<file path="config.mk">
export PLATFORM = sky130hd
export DESIGN_NAME = cdq_ctrl
export DESIGN_NICKNAME = d
export VERILOG_FILES = /design/src/hw/rtl/cdq_pkg.sv /design/src/hw/rtl/cdq_ctrl.sv
export SDC_FILE = /design/constraint.sdc
export NUM_CORES = 1
export LEC_CHECK = 0
export BUFFER_PORTS_ARGS = -buffer_cell sky130_fd_sc_hd__clkbuf_2
export CORE_AREA = 2 2 165 167
export DETAILED_ROUTE_END_ITERATION = 12
export DIE_AREA = 0 0 167 169
export PLACE_DENSITY = 0.37
export SYNTH_ARGS = -nofsm -noshare
export SYNTH_HDL_FRONTEND = slang
export SYNTH_SLANG_ARGS = --single-unit
</file>
<file path="constraint.sdc">
create_clock -name clk -period 3.55 [get_ports clk]
set_clock_uncertainty 0.2 [all_clocks]
set_input_delay 0.1775 -clock clk [delete_from_list [all_inputs] [get_ports clk]]
set_output_delay 0.1775 -clock clk [all_outputs]
set_load 0.03 [all_outputs]
</file>
<file path="src/hw/rtl/cdq_pkg.sv">
// ----------------------------------------------------------------------------
// cdq_pkg
// Shared types and codes for the circular deque: command and status codes,
// the stored entry and the packed command and response transactions.
// ----------------------------------------------------------------------------
package cdq_pkg;

	localparam int DefDepth = 128;

	typedef enum logic [2:0] {
		CMD_PUSH_BACK  = 3'd0,
		CMD_PUSH_FRONT = 3'd1,
		CMD_POP_FRONT  = 3'd2,
		CMD_POP_BACK   = 3'd3,
		CMD_PEEK       = 3'd4
	} cmd_t;

	typedef enum logic [1:0] {
		ST_OK       = 2'd0,
		ST_OVERFLOW = 2'd1,
		ST_EMPTY    = 2'd2
	} status_t;

	typedef struct packed {
		logic signed [31:0] key;
		logic signed [31:0] value;
	} entry_t;

	typedef struct packed {
		logic        [2:0]  cmd;
		logic signed [31:0] entry_key;
		logic signed [31:0] entry_value;
	} cmd_item_t;

	typedef struct packed {
		logic signed [31:0] front_key;
		logic signed [31:0] front_value;
		logic signed [31:0] back_key;
		logic signed [31:0] back_value;
		logic        [7:0]  entry_count;
		logic        [1:0]  status;
	} rsp_item_t;

endpackage

</file>
<file path="src/hw/rtl/cdq_ctrl.sv">
// ----------------------------------------------------------------------------
// cdq_ctrl
// Deque sequencer: decodes a command, moves the front and back pointers and
// the count, writes a pushed entry, reads back the end entries and builds
// the response.
// ----------------------------------------------------------------------------
module cdq_ctrl import cdq_pkg::*; #(
	parameter int DEPTH = DefDepth,
	localparam int AW = (DEPTH > 1) ? $clog2(DEPTH) : 1,
	localparam int CW = $clog2(DEPTH + 1)
) (
	input  logic          clk,
	input  logic          arst_n,
	// command side
	input  logic          cmd_valid,
	output logic          cmd_stall,
	input  cmd_item_t     cmd_data,
	// memory side
	output logic          wr_en,
	output logic [AW-1:0] wr_addr,
	output entry_t        wr_data,
	output logic          rd_en,
	output logic [AW-1:0] rd_addr_front,
	output logic [AW-1:0] rd_addr_back,
	input  entry_t        rd_front,
	input  entry_t        rd_back,
	// response side
	input  logic          res_ready,
	output logic          res_valid,
	output rsp_item_t     res_data
);

	typedef enum logic [1:0] {
		S_IDLE,
		S_READ,
		S_DONE
	} state_t;

	localparam logic [AW-1:0] LastIdx = AW'(DEPTH - 1);
	localparam logic [CW-1:0] FullCnt = CW'(DEPTH);

	state_t          state_q;
	logic [AW-1:0]   front_q;
	logic [AW-1:0]   back_q;
	logic [CW-1:0]   count_q;
	status_t         status_q;

	logic            accept;
	logic            is_full;
	logic            is_empty;
	logic [AW-1:0]   front_inc;
	logic [AW-1:0]   front_dec;
	logic [AW-1:0]   back_inc;
	logic [AW-1:0]   back_dec;
	logic [AW-1:0]   front_nxt;
	logic [AW-1:0]   back_nxt;
	logic [CW-1:0]   count_nxt;
	status_t         status_nxt;
	logic            push_nxt;
	logic [CW+7:0]   count_ext;

	assign accept    = cmd_valid && (state_q == S_IDLE);
	assign cmd_stall = (state_q != S_IDLE);
	assign is_full   = (count_q == FullCnt);
	assign is_empty  = (count_q == '0);

	// Wrap the pointers around the store
	assign front_inc = (front_q == LastIdx) ? '0 : front_q + 1'b1;
	assign front_dec = (front_q == '0) ? LastIdx : front_q - 1'b1;
	assign back_inc  = (back_q == LastIdx) ? '0 : back_q + 1'b1;
	assign back_dec  = (back_q == '0) ? LastIdx : back_q - 1'b1;

	// Decode the command into next pointers, count and status
	always_comb begin
		front_nxt  = front_q;
		back_nxt   = back_q;
		count_nxt  = count_q;
		status_nxt = ST_OK;
		push_nxt   = 1'b0;
		unique case (cmd_data.cmd)
			CMD_PUSH_BACK: begin
				if (is_full) begin
					status_nxt = ST_OVERFLOW;
				end else begin
					back_nxt  = back_inc;
					count_nxt = count_q + 1'b1;
					push_nxt  = 1'b1;
				end
			end
			CMD_PUSH_FRONT: begin
				if (is_full) begin
					status_nxt = ST_OVERFLOW;
				end else begin
					front_nxt = front_dec;
					count_nxt = count_q + 1'b1;
					push_nxt  = 1'b1;
					if (is_empty) begin
						back_nxt = front_dec;
					end
				end
			end
			CMD_POP_FRONT: begin
				if (is_empty) begin
					status_nxt = ST_EMPTY;
				end else begin
					front_nxt = front_inc;
					count_nxt = count_q - 1'b1;
				end
			end
			CMD_POP_BACK: begin
				if (is_empty) begin
					status_nxt = ST_EMPTY;
				end else begin
					back_nxt  = back_dec;
					count_nxt = count_q - 1'b1;
				end
			end
			default: begin
				// peek, and the unused codes act as peek
				if (is_empty) begin
					status_nxt = ST_EMPTY;
				end
			end
		endcase
	end

	// Write a pushed entry at its new end
	assign wr_en   = accept && push_nxt;
	assign wr_addr = (cmd_data.cmd == CMD_PUSH_BACK) ? back_inc : front_dec;
	assign wr_data = '{key: cmd_data.entry_key, value: cmd_data.entry_value};

	// Read both ends once the pointers have settled
	assign rd_en         = (state_q == S_READ);
	assign rd_addr_front = front_q;
	assign rd_addr_back  = back_q;

	// Build the response; an empty deque reports zero entries
	assign count_ext = {8'd0, count_q};
	always_comb begin
		res_valid            = (state_q == S_DONE) && res_ready;
		res_data.entry_count = count_ext[7:0];
		res_data.status      = status_q;
		if (is_empty) begin
			res_data.front_key   = '0;
			res_data.front_value = '0;
			res_data.back_key    = '0;
			res_data.back_value  = '0;
		end else begin
			res_data.front_key   = rd_front.key;
			res_data.front_value = rd_front.value;
			res_data.back_key    = rd_back.key;
			res_data.back_value  = rd_back.value;
		end
	end

	// Hold the sequencer state, pointers, count and status
	always_ff @(posedge clk or negedge arst_n) begin
		if (!arst_n) begin
			state_q  <= S_IDLE;
			front_q  <= '0;
			back_q   <= LastIdx;
			count_q  <= '0;
			status_q <= ST_OK;
		end else begin
			unique case (state_q)
				S_IDLE: begin
					if (accept) begin
						front_q  <= front_nxt;
						back_q   <= back_nxt;
						count_q  <= count_nxt;
						status_q <= status_nxt;
						state_q  <= S_READ;
					end
				end
				S_READ: begin
					state_q <= S_DONE;
				end
				S_DONE: begin
					if (res_ready) begin
						state_q <= S_IDLE;
					end
				end
				default: begin
					state_q <= S_IDLE;
				end
			endcase
		end
	end

endmodule

</file>
; After elaboration in Yosys (flattened, before gate mapping)
; Index checks and enable logic that the tools add are counted.
[totals]
reg_bits = 26
out_inout_bits = 227
[op_classes]
muxes = 25
reduce_logical = 19
n_eq_ne = 17
addsub = 6
[ops]
columns = cell, n
row1 = 128-bit two-way mux, 1
row2 = 7-bit two-way mux, 11
row3 = 7-bit one-hot mux with 3 select lines, 1
row4 = 2-bit inequality test (second input constant), 9
row5 = 8-bit two-way mux, 2
row6 = 8-bit one-hot mux with 2 select lines, 1
row7 = 7-bit by 1-bit adder with 7-bit output (second input constant), 2
row8 = 7-bit equality test (second input constant), 2
row9 = 7-bit logical NOT, 2
row10 = 7-bit one-hot mux with 2 select lines, 1
row11 = 7-bit by 1-bit subtractor with 7-bit output (second input constant), 2
row12 = 5-bit AND reduction, 2
row13 = 8-bit by 1-bit adder with 8-bit output (second input constant), 1
row14 = 8-bit equality test (second input constant), 1
row15 = 8-bit logical NOT, 1
row16 = 2-bit two-way mux, 4
row17 = 8-bit by 1-bit subtractor with 8-bit output (second input constant), 1
row18 = 7-bit AND reduction, 1
row19 = 3-bit by 2-bit equality test with 1-bit output (second input constant), 2
row20 = 2-bit one-hot mux with 3 select lines, 1
row21 = 2-bit nonzero test, 3
row22 = 2-bit AND reduction, 2
row23 = 2-bit OR reduction, 2
row24 = 3-bit by 1-bit equality test with 1-bit output (second input constant), 1
row25 = other kinds (7), 11

; Logic depth before layout (Yosys ltp)
; Gate-level depths: netlist of run 1.
[logic_depth]
depth_word = 5
ltp_mapped = 8
mapped_depth_nobuf = 7

; Worst setup path after synthesis of run 1
; OpenSTA, ideal clock, no wires.
[synth_timing]
path_type = reg2out
from = register front_q[2] (netlist: rd_addr_front[2])
to = output wr_addr[4]
required_ps = 3172
t_arrival_ps = 2094
path_stages_with_launch = 7
path_buffers = 1
path_slack_ps = 1079
cell_sequence = dfrtp_1 > clkbuf_1 > nor4_1 > nand3_1 > nand2_1 > nor2_1 > a21oi_1
[synth_between]
elab_chain_len = 3
word_cells_on_any_way = 4
cone_classes = add/sub (1) / mux (2) / reduce/logical (1)
[synth_lines]
columns = item, line
row1 = from (decl), cdq_ctrl.sv:43  ; logic [AW-1:0] front_q;
row2 = from (signal assigned), cdq_ctrl.sv:168  ; front_q <= front_nxt;
row3 = 7-bit by 1-bit subtractor with 7-bit output / 7-bit logical NOT (equally long branches), cdq_ctrl.sv:69  ; assign front_dec = (front_q == '0) ? LastIdx : front_q - 1'b1;
row4 = 7-bit two-way mux (*), cdq_ctrl.sv:69
row5 = 7-bit two-way mux (*), cdq_ctrl.sv:129  ; assign wr_addr = (cmd_data.cmd == CMD_PUSH_BACK) ? back_inc : front_dec;
row6 = to (decl), cdq_ctrl.sv:20  ; output logic [AW-1:0] wr_addr,
; Mark *: on every way between the ends. The rest lies on a longest branch, timed or not.

==> impl_results.md, run 1 <==
* Site row count at 60
* Root Buffer: clkbuf_16
* Setup Fix Bufs, Post-CTS at 0
* Largest net degree at the start of global routing at 132
* IO buf count at 297
* Die Y at 169 um
* WL/cell at 19.3 um
* Sink Count at 26
* Worst setup EP type: output port
* Nets at 892
* M2 GR Usage at 0.206
* Worst Tran Pin Value at 889 ps
* Critical Path RT at 3170 ps
* Via count at 3,957
* Final Max Tran Viols at 0
* Tmin final at 2910 ps
* Core region area at 0.0265 mm^2
* Hold Violations, Final at 0
* Inserted Diodes at 0
* GRT Max-Usage Layer: met2
* First-pass DRT Iterations at 4
* Finish-stage setup viols at 0
* Met3 Usage GRT at 0.0898
* EDFF count, synth at 0
* Number of global-route vias before repair at 3,674
* Synth Instances at 466
* Filler cells at 3,068
* Main area contributors after synthesis: nor2b_1, buf_4, dfrtp_1
* Flops & latches, synth at 26
* Seq/Total Area, Yosys at 0.186
* Post-Synthesis Net Count at 678
* Post-synth ARST share at 1.00
* Remaining global-route overflow at 0
* Switching pwr at 1.81 mW
* Initial Util at 0.134
* Startpoint types: register
* Clk pin slew, worst setup/hold paths at 70 ps
* Clk pwr share at 0.092
* Hpwl dp at 17,200 um
* Comb power frac at 0.676
* Grt met1 use at 0.137
* Most frequent cell after synthesis: nor2b_1
* TNS Setup at 0 ps
* Leakage at 2.56 nW
* Crit path kind: register to output port
* Share of cells above drive strength 1 at 0.489
* Flop pwr share at 0.232
* Max Buffers Root-to-Sink at 2
* RSZ-0062 raised after global routing: false
* Tcrit/Tclk final at 0.819
* Hold_ws at 123 ps
* Mapped cell area at 0.00354 mm^2
* Pwr/cell area at 637 mW/mm^2
* Layout area overhead at 41.0%
* Die area at 0.0282 mm^2
* Switching share of power at 0.570
* Routed vias/inst at 3.88
* Max Fclk at 344 MHz
* Crit path DAT at 2530 ps
* Total Wirelength at 19,700 um
* First-pass GRT wire length at 26,500 um
* Total of max-cap violations at 0
* Antenna violations before repair at 0
* Top post-synthesis cells by count: nor2b_1, buf_4, clkbuf_1
* Worst hold path class: primary input to register
* Syn. warnings at 0
* Post-synth top area cell: nor2b_1
* VDD IR max at 306 uV
* Synth top area share at 0.215
* Synth cell types at 59
* ANT nets after route at 0
* Drc violations at 0
* Starting DRT DRC Count at 125
* Clk Latency, worst-skew pair at 270 ps
* CTS HTree Levels at 1
* Worst-path maximum fanout at 131
* Status: finished clean
* GRT Total Usage at 0.127
* Die Wd at 167 um
* Post-Syn Area per Cell at 7.60 um^2
* Slew margin rel. at 0.407
* Cell-internal power at 1.37 mW
* Cts bufs inserted at 3
* CTS tree: yes
* I/O pin total at 426
* Primary FF master, synth: dfrtp_1
* Gp weighted congestion at 0.791
worst paths after layout:
kind	startpoint	slack, ps	end	cells after the start
setup / recovery	count_q[0]	640	res_data[88]	5
hold / removal	res_ready	120	state_q[1]	3
setup reg to reg	state_q[1]	930	count_q[3]	4
hold reg to reg	status_q[1]	320	status_q[1]	1
max in group asynchronous	arst_n	2390	count_q[6]	2
min in group asynchronous	arst_n	290	rd_addr_front[0]	2
critical path: stages (launching register included):
cell	delay, ps
dfrtp_1	460
nor3_1	570
and3_4	290
buf_12	360
and2b_1	250
clkbuf_2	190
cells in the final DEF, fill, tap and decap left out, types with 2 or more instances in the layout:
master / netlist / layout
a21oi_1: 22 / 22
o31ai_1: 3 / 3
and3_1: 7 / 6
mux2_2: 8 / 8
a31oi_1: 5 / 5
xnor2_1: 9 / 9
o22ai_1: 2 / 2
nor3b_1: 2 / 2
buf_4: 64 / 4
nand3_1: 10 / 10
or2_2: 3 / 3
dfrtp_1: 19 / 19
clkbuf_2: 0 / 297
nor2_1: 19 / 19
clkbuf_16: 0 / 3
xor2_1: 8 / 8
nand2b_1: 3 / 3
nor4_1: 5 / 5
nor3_1: 5 / 5
and2b_1: 11 / 11
dfstp_2: 7 / 7
and4_1: 2 / 2
nand2_1: 21 / 21
a211oi_1: 3 / 3
o21ai_0: 23 / 23
nor2b_1: 122 / 122
ha_1: 12 / 12
o221ai_1: 2 / 2
inv_1: 10 / 10
power groups by stage:
stage | Clock (mW) | Combinational, mW | Sequential [mW]
detailed placement | 0 | 2.17 | 0.743
global route | 0.318 | 2.33 | 0.773
finish | 0.293 | 2.15 | 0.740
CTS | 0.308 | 2.18 | 0.738
floorplan | 0 | 1.48 | 0.847
global placement | 0 | 2.19 | 0.753
cells by family (layout without fill, tap and decap cells):
| group | Yosys count | after routing | share of synthesized area |
|---|---|---|---|
| simple gates | 218 | 218 | 0.362 |
| buf+inv | 104 | 317 | 0.184 |
| compound gates | 80 | 80 | 0.152 |
| flops | 26 | 26 | 0.186 |
| xor+xnor | 17 | 17 | 0.0420 |
| fa+ha+maj | 13 | 13 | 0.0480 |
| mux | 8 | 8 | 0.0254 |
metrics by stage:
| step | util | instance area [um^2] | instances | setup slack [ps] | power, mW |
|---|---|---|---|---|---|
| 2_1_floorplan | - | 3540 | 466 | 1080 | 2.33 |
| 3_3_place_gp | 0.185 | 4900 | 1015 | 806 | 2.94 |
| 3_5_place_dp | 0.185 | 4900 | 1015 | 723 | 2.92 |
| 4_1_cts | 0.189 | 5000 | 1020 | 629 | 3.23 |
| 5_1_grt | 0.189 | 5000 | 1020 | 492 | 3.42 |
| 6_report | 0.189 | 5000 | 1020 | 642 | 3.18 |
state kept, by name (all words and copies together) (netlist names):
name / count
status_q: 2
count_q: 8
rd_addr_back: 7
rd_addr_front: 7
state_q: 2
cell type report:
| class | instances | area (um^2) | share of cell area |
|---|---|---|---|
| flip-flops and latches | 26 | 659 | 0.132 |
| repair buffers | 303 | 1550 | 0.310 |
| clock buffers | 4 | 88.8 | 0.0178 |
| inverters | 10 | 37.5 | 0.00751 |
| multi-input cells | 336 | 2240 | 0.448 |
| well taps | 341 | 427 | 0.0854 |
routing by layer:
| metal | part of all wire | vias up |
|---|---|---|
| met1 | 0.36 | 1807 |
| met4 | 0.011 | 0 |
| li1 | - | 1922 |
| met3 | 0.17 | 25 |
| met5 | 0 | - |
| met2 | 0.46 | 203 |
repair_timing:
action                                 CTS  global route
endpoints found under the hold margin   19             0
hold buffers                             1             0
gates resized for setup                  0             0
(Power assumes the default switching activity.)
==> inputs of run 2 (changes only) <==
Settings changed: ABC_AREA set to 1, CORE_AREA 2 2 165 167 to 2 2 163 165, DIE_AREA 0 0 167 169 to 0 0 165 167, PLACE_DENSITY 0.37 to 0.4.
Clock period 3.55 ns to 2.35 ns, I/O delays scaled along.
==> run 2 against run 1 <==
Net effect: routed wire length grew 15%; register-to-register slack got worse by 570 ps; cell count is 23% higher; hold slack got worse by 88 ps.
==> impl_results.md, run 2 <==
* RSZ-0062 raised after global routing: true
* Primary FF master, synth: dfrtp_1
* Pwr/cell area at 1080 mW/mm^2 (+69%)
* Critical R2R Capture: count_q[1]
* GRT Total Usage at 0.154 (+0.0271)
* Worst setup EP type: output port
* Cts bufs inserted at 3 (unchanged)
* Root Buffer: clkbuf_16
* Crit path kind: register to output port
* Placed cell count at 1,251 (+23%)
* Status: finished clean
* Max Buffers Root-to-Sink at 2 (unchanged)
* ANT nets after route at 0 (unchanged)
* Hold Violations, Final at 0 (unchanged)
* Post-synthesis adder-cell area fraction at 0.0449 (-0.00310)
* WL/cell at 18.0 um (-6.8%)
* Startpoint types: register
* Post-Syn Area per Cell at 5.50 um^2 (-28%)
* Total of max-cap violations at 0 (unchanged)
* IO buf count at 297 (unchanged)
* FF-to-FF path depth at 8 (+4)
* Initial Util at 0.147 (+0.0133)
* Share of cells above drive strength 1 at 0.369 (-0.120)
* Core region area at 0.0258 mm^2 (-2.8%)
* Seq/Total Area, Yosys at 0.174 (-0.0120)
* Largest net degree at the start of global routing at 54 (-59%)
* Comb power frac at 0.753 (+0.077)
* Antenna violations before repair at 2 (+2)
* EDFF count, synth at 0 (unchanged)
* Max Fclk at 450 MHz
* Non-Filler Instances at 1,259 (+23%)
* Most frequent cell after synthesis: inv_1
* Clk Latency, worst-skew pair at 270 ps (about the same)
* Critical Path RT at 2030 ps (-1140 ps)
* Routed vias/inst at 3.84 (-0.90%)
* Drc violations at 0 (unchanged)
* Finished Core Util at 0.210 (+0.0220)
* Synth top area share at 0.159 (-0.0568)
* Remaining global-route overflow at 0 (unchanged)
* Pre-CTS setup slack at 117 ps (-606 ps)
* Reg-to-Reg Start: count_q[0]
* Crit path DAT at 1910 ps (-620 ps)
* Post-Synth XOR/XNOR Area at 0.0254 (-0.0166)
* Hold_ws at 35.1 ps (-87.7 ps)
* Die Wd at 165 um (-1.2%)
* Synth cell types at 31 (-47%)
* Leakage at 3.47 nW (+36%)
* Post-synthesis mux area share at 0 (-0.0254)
* Clk pin slew, worst setup/hold paths at 70 ps (about the same)
* Reg-to-reg slack, setup at 360 ps (-570 ps)
* Sink Count at 26 (unchanged)
* Die area at 0.0276 mm^2 (-2.4%)
* Die Y at 167 um (-1.2%)
* Largest family of logic cells by synthesized area: simple AND/OR/NAND/NOR gates
* I/O pin total at 426 (unchanged)
* First-pass DRT Iterations at 4 (unchanged)
* Post-Synthesis Net Count at 901 (+33%)
* Simple-gate share of the synthesized area at 0.384 (+0.0216)
* Finish-stage setup viols at 0 (unchanged)
* Main area contributors after synthesis: inv_1, nor2_1, nand2_1
* Layout area overhead at 43.2%
* Top post-synthesis cells by count: inv_1, nor2_1, nand2_1
* Hold Path Stages at 0 (-3)
* Worst-path maximum fanout at 30 (-77%)
* Site row count at 59 (-1.7%)
* Switching share of power at 0.614 (+0.0441)
* Mapped cell area at 0.00379 mm^2 (+6.9%)
* Hpwl dp at 19,900 um (+16%)
* Starting DRT DRC Count at 217 (+74%)
* Total Wirelength at 22,600 um (+15%)
* CTS tree: yes
* Via count at 4,840 (+22%)
* Final Max Tran Viols at 0 (unchanged)
* Switching pwr at 3.58 mW (+98%)
* Post-synth ARST share at 1.00 (unchanged)
* Largest register FFs at 8 (unchanged)
* Worst hold path class: primary input to output port
* Hold Path End: wr_data[7]
* Post-synth top area cell: inv_1
* Flop pwr share at 0.171 (-0.061)
* Syn. warnings at 0 (unchanged)
* Cell-internal power at 2.25 mW (+65%)
* Tcrit/Tclk final at 0.946
* VDD IR max at 572 uV (+87%)
* Largest reg by FF count: count_q
* First-pass GRT wire length at 30,900 um (+17%)
* Tmin final at 2220 ps
* Most common cell after layout, fill and taps aside: clkbuf_2
* Nets at 1,137 (+27%)
* Synth Instances at 689 (+48%)
* Inserted Diodes at 0 (unchanged)
* Worst Tran Pin Value at 749 ps (-140 ps)
* Slew margin rel. at 0.501 (+0.0935)
* Total power at 5.84 mW (+83%)
* Compound-Gate Fraction of Synth Area at 0.0532 (-0.0990)
* Clk pwr share at 0.076 (-0.016)
* Final setup margin at 127 ps (-515 ps)
* CTS HTree Levels at 1 (unchanged)
* Number of global-route vias before repair at 4,695 (+28%)
* Gp weighted congestion at 0.811 (+2.6%)
* Worst hold start: cmd_data[7]
* Most frequent cells in the layout: clkbuf_2, inv_1, nor2_1
* Flops & latches, synth at 26 (unchanged)
## run 2: changes by cell type in the layout (fill, tap and decap cells not counted), sizes merged, moves of 6 or more
cell and delta:
inv +155, and3 -7, nand3 +36, buf +8, mux2 -8, nand2 +115, nor4 -6, and2b -11
nor2 +143, nor2b -122, a21oi -11
## run 2: power groups by stage
stage	combinational, mW	sequential (mW)	clock, mW
CTS	4.42	0.998	0.473
global placement	4.41	1.01	0
global route	4.81	1.04	0.487
floorplan	2.85	1.26	0
detailed placement	4.40	1.00	0
finish	4.40	0.996	0.446
## run 2: worst max path at each step
stage,to,cells after the start,start
floorplan,wr_addr[5],5,rd_addr_back[2]
CTS,res_data[56],7,count_q[4]
detailed placement,count_q[7],15,cmd_data[64]
global route,res_data[119],7,count_q[0]
global placement,count_q[7],15,cmd_data[64]
finish,res_data[32],7,count_q[0]
## run 2: per-layer routing
metal  global-route usage  routed length [um]  vias up
li1                     -                   -     2421
met1                0.172                8590     2159
met2                0.278               11400      243
met3               0.0633                2460       11
met4               0.0136                  82        6
met5               0.0182                  90        -
## run 2: area by class of cell
| class | count | area [um^2] |
|---|---|---|
| Inverter | 165 | 619 |
| Clock buffer | 4 | 88.8 |
| Sequential cell | 26 | 659 |
| Multi-Input combinational cell | 416 | 1940 |
| Fill cell | 3049 | 20300 |
| Timing Repair Buffer | 313 | 1700 |
| Tap cell | 335 | 419 |
## run 2: what timing repair did
item,in CTS,in global routing
setup buffers,0,0
endpoints found under the hold margin,21,0
hold buffers,3,0
setup endpoints to repair,0,57
resized for setup,0,8
## run 2: metrics by stage
| step | area (um^2) | setup TNS [ps] |
|---|---|---|
| after global placement | 5250 | 0 |
| final | 5420 | 0 |
| after CTS | 5370 | 0 |
| after global routing | 5420 | -7.49 |
| after detailed placement | 5250 | 0 |
| after floorplan | 3790 | 0 |
## run 2: critical path, cell delays in order, from the launching register on
cell and delay [ps]:
dfrtp_1 470, nor2_1 130, nand2_1 100, nor2_4 200
buf_12 230, buf_16 200, nor2_1 90, clkbuf_2 190
## run 2: kinds of logic after synthesis
logic type	Yosys count
simple gates	356
buf+inv	247
compound gates	36
flops	26
fa+ha+maj	13
xor+xnor	11
==> inputs of run 3 (changes only) <==
Settings changed: BUFFER_PORTS_ARGS -buffer_cell sky130_fd_sc_hd__clkbuf_2 to not set, CORE_AREA 2 2 163 165 to 2 2 167 169, CTS_BUF_LIST set to sky130_fd_sc_hd__clkbuf_16, DIE_AREA 0 0 165 167 to 0 0 169 171, DONT_BUFFER_PORTS set to 1, PLACE_DENSITY 0.4 to 0.3.
==> run 3 against run 2 <==
Net effect: the run now ends with hold timing left; register-to-register slack gained 30 ps; clock power shrank 3%; die area grew 4.9%; highest routed layer unchanged.
==> impl_results.md, run 3 (synthesized netlist as in run 2, its figures left out) <==
* IO buf count at 0 (-100%)
* Hold_ws at -15.6 ps (-50.7 ps)
* Clk Latency, worst-skew pair at 280 ps (about the same)
* Die area at 0.0289 mm^2 (+4.9%)
* Tmin final at 2210 ps (-16.8 ps)
* Leakage at 2.93 nW (-15%)
* Clk pin slew, worst setup/hold paths at 80 ps (about the same)
* Gp weighted congestion at 0.826 (+1.8%)
* First-pass DRT Iterations at 4 (unchanged)
* Nets at 988 (-13%)
* Max Fclk at 453 MHz (+0.76%)
* DR WL met3 at 2760 um (+13%)
* Drc violations at 0 (unchanged)
* Core region area at 0.0273 mm^2 (+6.1%)
* I/O pin total at 426 (unchanged)
* TNS Setup at 0 ps (unchanged)
* WL/cell at 20.8 um (+16%)
* Most frequent cells in the layout: inv_1, nor2_1, buf_4
* Startpoint types: register
* Layout area overhead at 33.1%
* Hold Violations, Final at 4 (+4)
* Worst setup EP type: output port
* Top Metal Used: met5
* Die Wd at 169 um (+2.4%)
* Crit path kind: register to output port
* Largest reg by FF count: count_q
* VDD IR max at 446 uV (-22%)
* Largest register FFs at 8 (unchanged)
* Via count at 4,317 (-11%)
* Cts bufs inserted at 3 (unchanged)
* Remaining global-route overflow at 0 (unchanged)
* Met2 wire length at 11,200 um (-1.3%)
* Sink Count at 26 (unchanged)
* Routed vias/inst at 3.85 (about the same)
* Worst Tran Pin Value at 618 ps (-131 ps)
* Die Y at 171 um (+2.4%)
* GRT Total Usage at 0.148 (-0.00598)
* Largest net degree at the start of global routing at 61 (+13%)
* Root Buffer: clkbuf_16
* ANT nets after route at 0 (unchanged)
* Pwr/cell area at 1200 mW/mm^2 (+11%)
* Share of cells above drive strength 1 at 0.248 (-0.121)
* Total Wirelength at 23,300 um (+3.0%)
* Critical Path RT at 2030 ps (about the same)
* Status: complete, but fails checks
* Starting DRT DRC Count at 129 (-41%)
* Hpwl dp at 20,000 um (+0.59%)
* CTS tree: yes
* Final Max Tran Viols at 0 (unchanged)
* Max Buffers Root-to-Sink at 2 (unchanged)
* Initial Util at 0.139 (-0.00839)
* Worst-path maximum fanout at 8 (-73%)
* Most common cell after layout, fill and taps aside: inv_1
* CTS HTree Levels at 1 (unchanged)
* Worst hold path class: primary input to register
* Site row count at 61 (+3.4%)
* Crit path DAT at 1890 ps (-20 ps)
* Slew margin rel. at 0.586 (+0.0856)
* RSZ-0062 raised after global routing: false
* M1 WL at 8980 um (+4.6%)
* Tcrit/Tclk final at 0.939 (-0.00713)
* Filler cells at 3,222 (+5.7%)
* Number of global-route vias before repair at 4,177 (-11%)
* Antenna violations before repair at 5 (+3)
* Finished Core Util at 0.184 (-0.0261)
* Total of max-cap violations at 0 (unchanged)
* Failing checks: hold timing
* Finish-stage setup viols at 0 (unchanged)
* First-pass GRT wire length at 30,400 um (-1.5%)
## run 3: layout make-up
type,instances,area [um^2],area share
clock inverters,1,3.75,0.000745
multi-input cells,416,1940,0.385
clock buffers,3,75.1,0.0149
diodes,1,2.50,0.000497
repair buffers,164,1300,0.258
inverters,165,623,0.124
well taps,346,433,0.0859
flip-flops and latches,26,661,0.131
## run 3: path summary, 6_finish.rpt
path | startpoint | to | slack, ps | cells past startpoint
setup / recovery | rd_addr_back[0] | wr_addr[0] | 140 | 7
setup reg to reg | count_q[2] | count_q[7] | 390 | 9
hold / removal | cmd_data[65] | rd_addr_back[6] | -20 | 5
max in group asynchronous | arst_n | rd_addr_back[5] | 1640 | 2
min in group asynchronous | arst_n | count_q[6] | 60 | 2
hold reg to reg | rd_addr_back[5] | rd_addr_back[5] | 340 | 2
## run 3: critical path: stages, from the launching register on
cell and delay, ps:
dfstp_2 550, ha_1 190, nand3_1 160, inv_1 80, nand2_1 160, a21oi_1 190
a31oi_1 80, buf_4 190
## run 3: through the flow
step           std cells  power (mW)  instance area [um^2]  setup slack [ps]  hold WS, ps
2_1_floorplan        689        4.11                  3790               134         -378
3_3_place_gp        1107        5.60                  4820               252         -377
3_5_place_dp        1107        5.58                  4820               246         -377
4_1_cts             1116        6.05                  4960              60.5        0.837
5_1_grt             1121        6.58                  5040              18.7         7.89
6_report            1122        6.04                  5040               144        -15.6
## run 3: power by group
group	total, mW	internal, mW	switching [mW]
Combinational	4.68	1.51	3.17
Clock	0.431	0.230	0.201
Sequential	0.934	0.678	0.256
Total	6.04	2.41	3.63
## run 3: metal layers
metal,global-route usage,vias to the layer above
li1,-,2115
met5,0,-
met1,0.167,1950
met2,0.256,225
met4,0.0223,8
met3,0.0729,19
## run 3: timing repair
action	CTS	global route
endpoints found under the setup margin	0	69
hold buffers	5	0
setup buffers	0	4
endpoints found under the hold margin	36	0
resized for setup	0	8
